==> config.mk <==
export PLATFORM = sky130hd
export DESIGN_NAME = sem_ctrl
export DESIGN_NICKNAME = d
export VERILOG_FILES = /design/src/sem_pkg.sv /design/src/sem_ctrl.sv
export VERILOG_INCLUDE_DIRS = /design/src /design/src/src
export SDC_FILE = /design/constraint.sdc
export NUM_CORES = 1
export LEC_CHECK = 0
export BUFFER_PORTS_ARGS = -buffer_cell sky130_fd_sc_hd__buf_2
export CAP_MARGIN = 20
export CORE_AREA = 5 5 42 44
export DETAILED_ROUTE_END_ITERATION = 10
export DIE_AREA = 0 0 47 49
export SYNTH_ARGS = -nofsm -noshare
export SYNTH_HDL_FRONTEND = slang
export SYNTH_SLANG_ARGS = --single-unit
==> constraint.sdc <==
create_clock -name clk -period 1.3 [get_ports clk]
set_input_delay 0.26 -clock clk [delete_from_list [all_inputs] [get_ports clk]]
set_output_delay 0.26 -clock clk [all_outputs]
set_load 0.01 [all_outputs]
==> src/sobel_edge_magnitude_rgb_core_defines.svh <==
// Assertion macros shared by the Sobel edge magnitude RTL
`ifndef SOBEL_EDGE_MAGNITUDE_RGB_CORE_DEFINES_SVH
`define SOBEL_EDGE_MAGNITUDE_RGB_CORE_DEFINES_SVH

// antecedent implies consequent in the same cycle
`define SEM_ASSERT_NOW(label, a, c) \
  label: assert property (@(posedge clk) disable iff (!rst_n) (a) |-> (c)) \
    else $error("assertion failed");

// antecedent implies consequent in the next cycle
`define SEM_ASSERT_NEXT(label, a, c) \
  label: assert property (@(posedge clk) disable iff (!rst_n) (a) |=> (c)) \
    else $error("assertion failed");

`endif

==> src/sem_pkg.sv <==
// Shared constants and types of the Sobel edge magnitude block
`default_nettype none
package sem_pkg;
  localparam int MAX_WIDTH  = 1024;
  localparam int MAX_HEIGHT = 1024;
  localparam int DIM_W  = 11;
  localparam int COL_W  = $clog2(MAX_WIDTH);
  localparam int CNT_W  = 21;
  localparam int PIX_W  = 24;
  localparam int SQ_W   = 22;

  localparam logic CFG_WIDTH  = 1'b0;
  localparam logic CFG_HEIGHT = 1'b1;

  typedef struct packed {
    logic accept;
    logic shift;
    logic grad;
    logic sqrt_step;
    logic load_out;
  } sem_cmd_t;

  typedef struct packed {
    logic has_res;
    logic sqrt_last;
    logic out_valid;
  } sem_sts_t;
endpackage
`default_nettype wire

==> src/sem_ctrl.sv <==
// Sequencing state machine of the Sobel edge magnitude block
`default_nettype none
`include "sobel_edge_magnitude_rgb_core_defines.svh"
module sem_ctrl (
  input  wire logic              clk,
  input  wire logic              rst_n,
  input  wire logic              in_valid,
  output logic                   in_stall,
  input  wire logic              out_stall,
  input  wire sem_pkg::sem_sts_t sts,
  output sem_pkg::sem_cmd_t      cmd
);
  localparam logic [2:0] S_IDLE  = 3'd0;
  localparam logic [2:0] S_SHIFT = 3'd1;
  localparam logic [2:0] S_GRAD  = 3'd2;
  localparam logic [2:0] S_SQRT  = 3'd3;
  localparam logic [2:0] S_DONE  = 3'd4;

  logic [2:0] state_r, state_nxt;

  assign in_stall = (state_r != S_IDLE);

  always_comb begin
    state_nxt = state_r;
    cmd = '0;
    unique case (state_r)
      S_IDLE: begin
        if (in_valid) begin
          cmd.accept = 1'b1;
          state_nxt = S_SHIFT;
        end
      end
      S_SHIFT: begin
        cmd.shift = 1'b1;
        state_nxt = sts.has_res ? S_GRAD : S_IDLE;
      end
      S_GRAD: begin
        cmd.grad = 1'b1;
        state_nxt = S_SQRT;
      end
      S_SQRT: begin
        cmd.sqrt_step = 1'b1;
        if (sts.sqrt_last) begin
          state_nxt = S_DONE;
        end
      end
      S_DONE: begin
        if (!sts.out_valid || !out_stall) begin
          cmd.load_out = 1'b1;
          state_nxt = S_IDLE;
        end
      end
      default: state_nxt = S_IDLE;
    endcase
  end

  always_ff @(posedge clk) begin
    if (!rst_n) begin
      state_r <= S_IDLE;
    end else begin
      state_r <= state_nxt;
    end
  end

  `SEM_ASSERT_NOW(a_load_free, cmd.load_out, !sts.out_valid || !out_stall)
  `SEM_ASSERT_NEXT(a_accept_shift, cmd.accept, state_r == S_SHIFT)
  `SEM_ASSERT_NEXT(a_sqrt_hold, cmd.sqrt_step && !sts.sqrt_last, state_r == S_SQRT)
endmodule
`default_nettype wire

After elaboration in Yosys (flattened, before gate mapping). Cells that the tools add are included.

Input port bits: 7. Flip-flop bits (word level): 3. Word-level logic and storage cells: 26.

Equality and inequality tests: 7. Reduce and logical (&&, ||, !) cells: 6. Mux-type cells: 12.

Operators with widths (count): 3-bit one-hot mux with 5 select lines (1); 3-bit 2-to-1 mux (3); 1-bit 2-to-1 mux (7); 3-bit by 2-bit equality test with 1-bit output (second input constant) (2); 2-bit != test (second input constant) (3); 3-bit by 1-bit equality test with 1-bit output (second input constant) (1); 3-bit equality test (second input constant) (1); 3-bit logical NOT (1); 3-bit AND reduction (1); 3-bit nonzero test (1); 1-bit logical NOT (2); 2-bit 2-to-1 mux (1); 1-bit logical OR (1).

Logic depth before layout (Yosys ltp).
Depth after elaboration: 4. Gate-level depth with buffers: 3. Depth with buffers taken out: 3.

Worst setup path after synthesis. OpenSTA, ideal clock, no wires.

Path type: flip-flop to output port. Start: reg state_r[2]. End: out cmd[4] (netlist name). Data arrival time: 0.953 ns. Buffers on the path: 0. Path slack: 0.087 ns. Stages on the path, launching flop included: 3. Path through: dfxtp_1 > or3_4 > nor2_1.

RTL lines: start: declaration (line sem_ctrl.sv:19) `logic [2:0] state_r, state_nxt;`; start signal: assignment (line sem_ctrl.sv:61) `state_r <= state_nxt;`; end: declaration (line sem_ctrl.sv:11) `output sem_pkg::sem_cmd_t cmd`.

==> run summary <==
status: finished with violations
failing checks: negative setup slack
max FFs per register: 3
CTS hold repair buffers: 0
final net count: 53
Seq pwr share: 0.281
FF/Latch Area: 68.8 um^2
R2R cell count: 4
Yosys top cell area share: 0.320
vias post-DR: 250
Die Span Y: 49 um
yosys warns: 0
max_cap viols: 0
ys flop type: dfxtp_1
Layout Cells excl Fill: 61
Post-Syn Instances: 23
overall routing resource usage: 0.0626
Critical Setup Path Class: reg2out
Die Wd: 47 um
Post-DP Area: 275 um^2
highest clock rate: 708 MHz
synthesis-to-finish area growth: 102%
Filler cells: 164
num ports: 13
vias per cell: 4.10
CP required: 1.04 ns
largest fanout on the critical path: 3
Net Sw Frac: 0.260
antenna cells: 0
DRC violations left: 0
Worst Hold Depth: 3
Root Driver: clkbuf_4
Cells after DPL: 52
Sink Count: 3
initial antenna violation count: 0
Yosys cell types: 13
multi-input logic area: 143 um^2
hold endpoint: state_r[2]$_SDFFE_PN0P_
Placement Setup Slack: 0.0771 ns
gr ovfl total: 0
largest net degree at the start of global routing: 10
Initial Util: 0.134
final instance area: 379 um^2
Clock Tree Buf Depth: 2
number of buffers added on ports: 12
Synth async-reset ratio: 0
Largest regs: state_r x3
num rows: 14
H-tree lvl count: 1
DR iter-0 viols: 0
CTS clk-pin slew, worst paths: 0.03 ns
Mapped Area: 188 um^2
Setup Viol. Count Final: 4
R2R setup slack: 0.15 ns
RR Startpoint: state_r[0]$_SDFFE_PN0P_
most area-consuming cells after synthesis: dfxtp_1 (32%), a21oi_1 (8.0%), nor3b_1 (8.0%)
Static Leak: 0.000180 uW
post-synth top area cell: dfxtp_1
drt wl/cell: 10.5 um
critical path launch point type: flop
Power Density: 950 nW/um^2
DRT Wirelength: 643 um
Largest Register: state_r
Logic pwr share: 0.270
syn_area_per_cell: 8.16 um^2
final hold violations: 0
internal power component: 267 uW
CTS tree: yes
sequential-to-total area share from yosys stat: 0.320
worst min path class: in2reg
CTS Buf Count: 3
first-pass GRT wire length: 986 um
Final WS setup: -0.112 ns
crit end category: primary output
Final Max Slew Viols: 0
Psw: 93.5 uW
die area: 2300 um^2
Syn Nets: 30
gpl congestion: 0.713
register bit count reported by yosys: 3
EDFF count, synth: 0
Hold Path Origin: rst_n
Period Utilization, post-route: 1.09
Clock power frac: 0.449
Rel. slew slack: 0.891
Pre-Repair DR Iteration Count: 1
post-DP HPWL: 433 um
clock latency on the worst-skew pair: 0.23 ns
post-detailed-route count of antenna-violating nets: 0
Worst R2R End: state_r[2]$_SDFFE_PN0P_
Commonest cells post-synth: a21oi_1 (3), dfxtp_1 (3), nand2_1 (3), nor2_1 (3)
share of cells above drive strength 1: 0.667
vias in the first global route: 265
post-route minimum period: 1.41 ns
CP arrival: 1.15 ns
worst slew pin tran: 0.161 ns
core area: 1400 um^2
setup_tns: -0.230 ns
hold slack: 0.279 ns
clock skew: 0.00419 ns
RSZ-0062 raised after global routing: true
Peak supply drop: 284 uV
## area by class of cell
type,instances,share of cell area
multi-input combinational,19,0.376
timing repair buffer,18,0.310
sequential,3,0.182
clock buffer,4,0.0693
tap,16,0.0528
inverter,1,0.00990
## worst max-delay path, stage by stage (launching register included)
cell and delay [ns]:
dfxtp_4 0.33, or3_4 0.38, nor2_1 0.08, buf_2 0.13
## layer usage
layer,vias to the layer above,part of all wire,GRT usage
met5,-,0,0
met4,0,0.051,0.0645
met3,4,0.096,0.0406
met2,10,0.54,0.0882
met1,109,0.31,0.0548
li1,127,-,-
## cells in the final DEF (no fill, tap or decap)
master    instances
buf_2            10
buf_4             6
nand2_1           3
a21oi_1           3
clkbuf_4          3
nor3b_2           2
nor2_1            2
nand2b_1          2
buf_6             2
dfxtp_4           2
or3_4             1
and3b_2           1
nor2_4            1
inv_1             1
nand3b_1          1
o21bai_1          1
o221ai_2          1
a41oi_1           1
clkbuf_1          1
dfxtp_2           1
## stage by stage
step,util,total power (uW)
final,0.271,360
after global routing,0.271,392
after CTS,0.245,357
after detailed placement,0.196,168
after global placement,0.196,167
after floorplan,-,139
## what timing repair did
item | 4_1_cts | 5_1_grt
setup buffers | 3 | 2
endpoints found under the setup margin | 6 | 6
resized for setup | 6 | 6
## power groups by stage
stage	Sequential, uW	Clock, uW	Combinational [uW]
2_1_floorplan	105	0	34.1
3_5_place_dp	107	0	61.4
3_3_place_gp	106	0	60.7
6_report	101	162	97.4
4_1_cts	103	169	84.5
5_1_grt	102	182	108
## worst max-delay path by stage
stage | slack, ns | startpoint | cells after the start | to
6_report | -0.11 | state_r[0]$_SDFFE_PN0P_ | 3 | cmd[4]
5_1_grt | -0.18 | state_r[0]$_SDFFE_PN0P_ | 3 | cmd[4]
4_1_cts | -0.13 | state_r[0]$_SDFFE_PN0P_ | 3 | cmd[4]
3_5_place_dp | 0.08 | state_r[0]$_SDFFE_PN0P_ | 3 | cmd[4]
3_3_place_gp | 0.10 | state_r[0]$_SDFFE_PN0P_ | 3 | cmd[4]
2_1_floorplan | 0.09 | state_r[2]$_SDFFE_PN0P_ | 2 | cmd[4]
## cells by family after synthesis
kind of cell / after synthesis / share of synthesized area
buffers and inverters: 1 / 0.0200
and+or+nand+nor: 13 / 0.413
DFF: 3 / 0.320
AOI/OAI and AO/OA: 6 / 0.247
No activity file was read; power rests on OpenSTA's default activity.
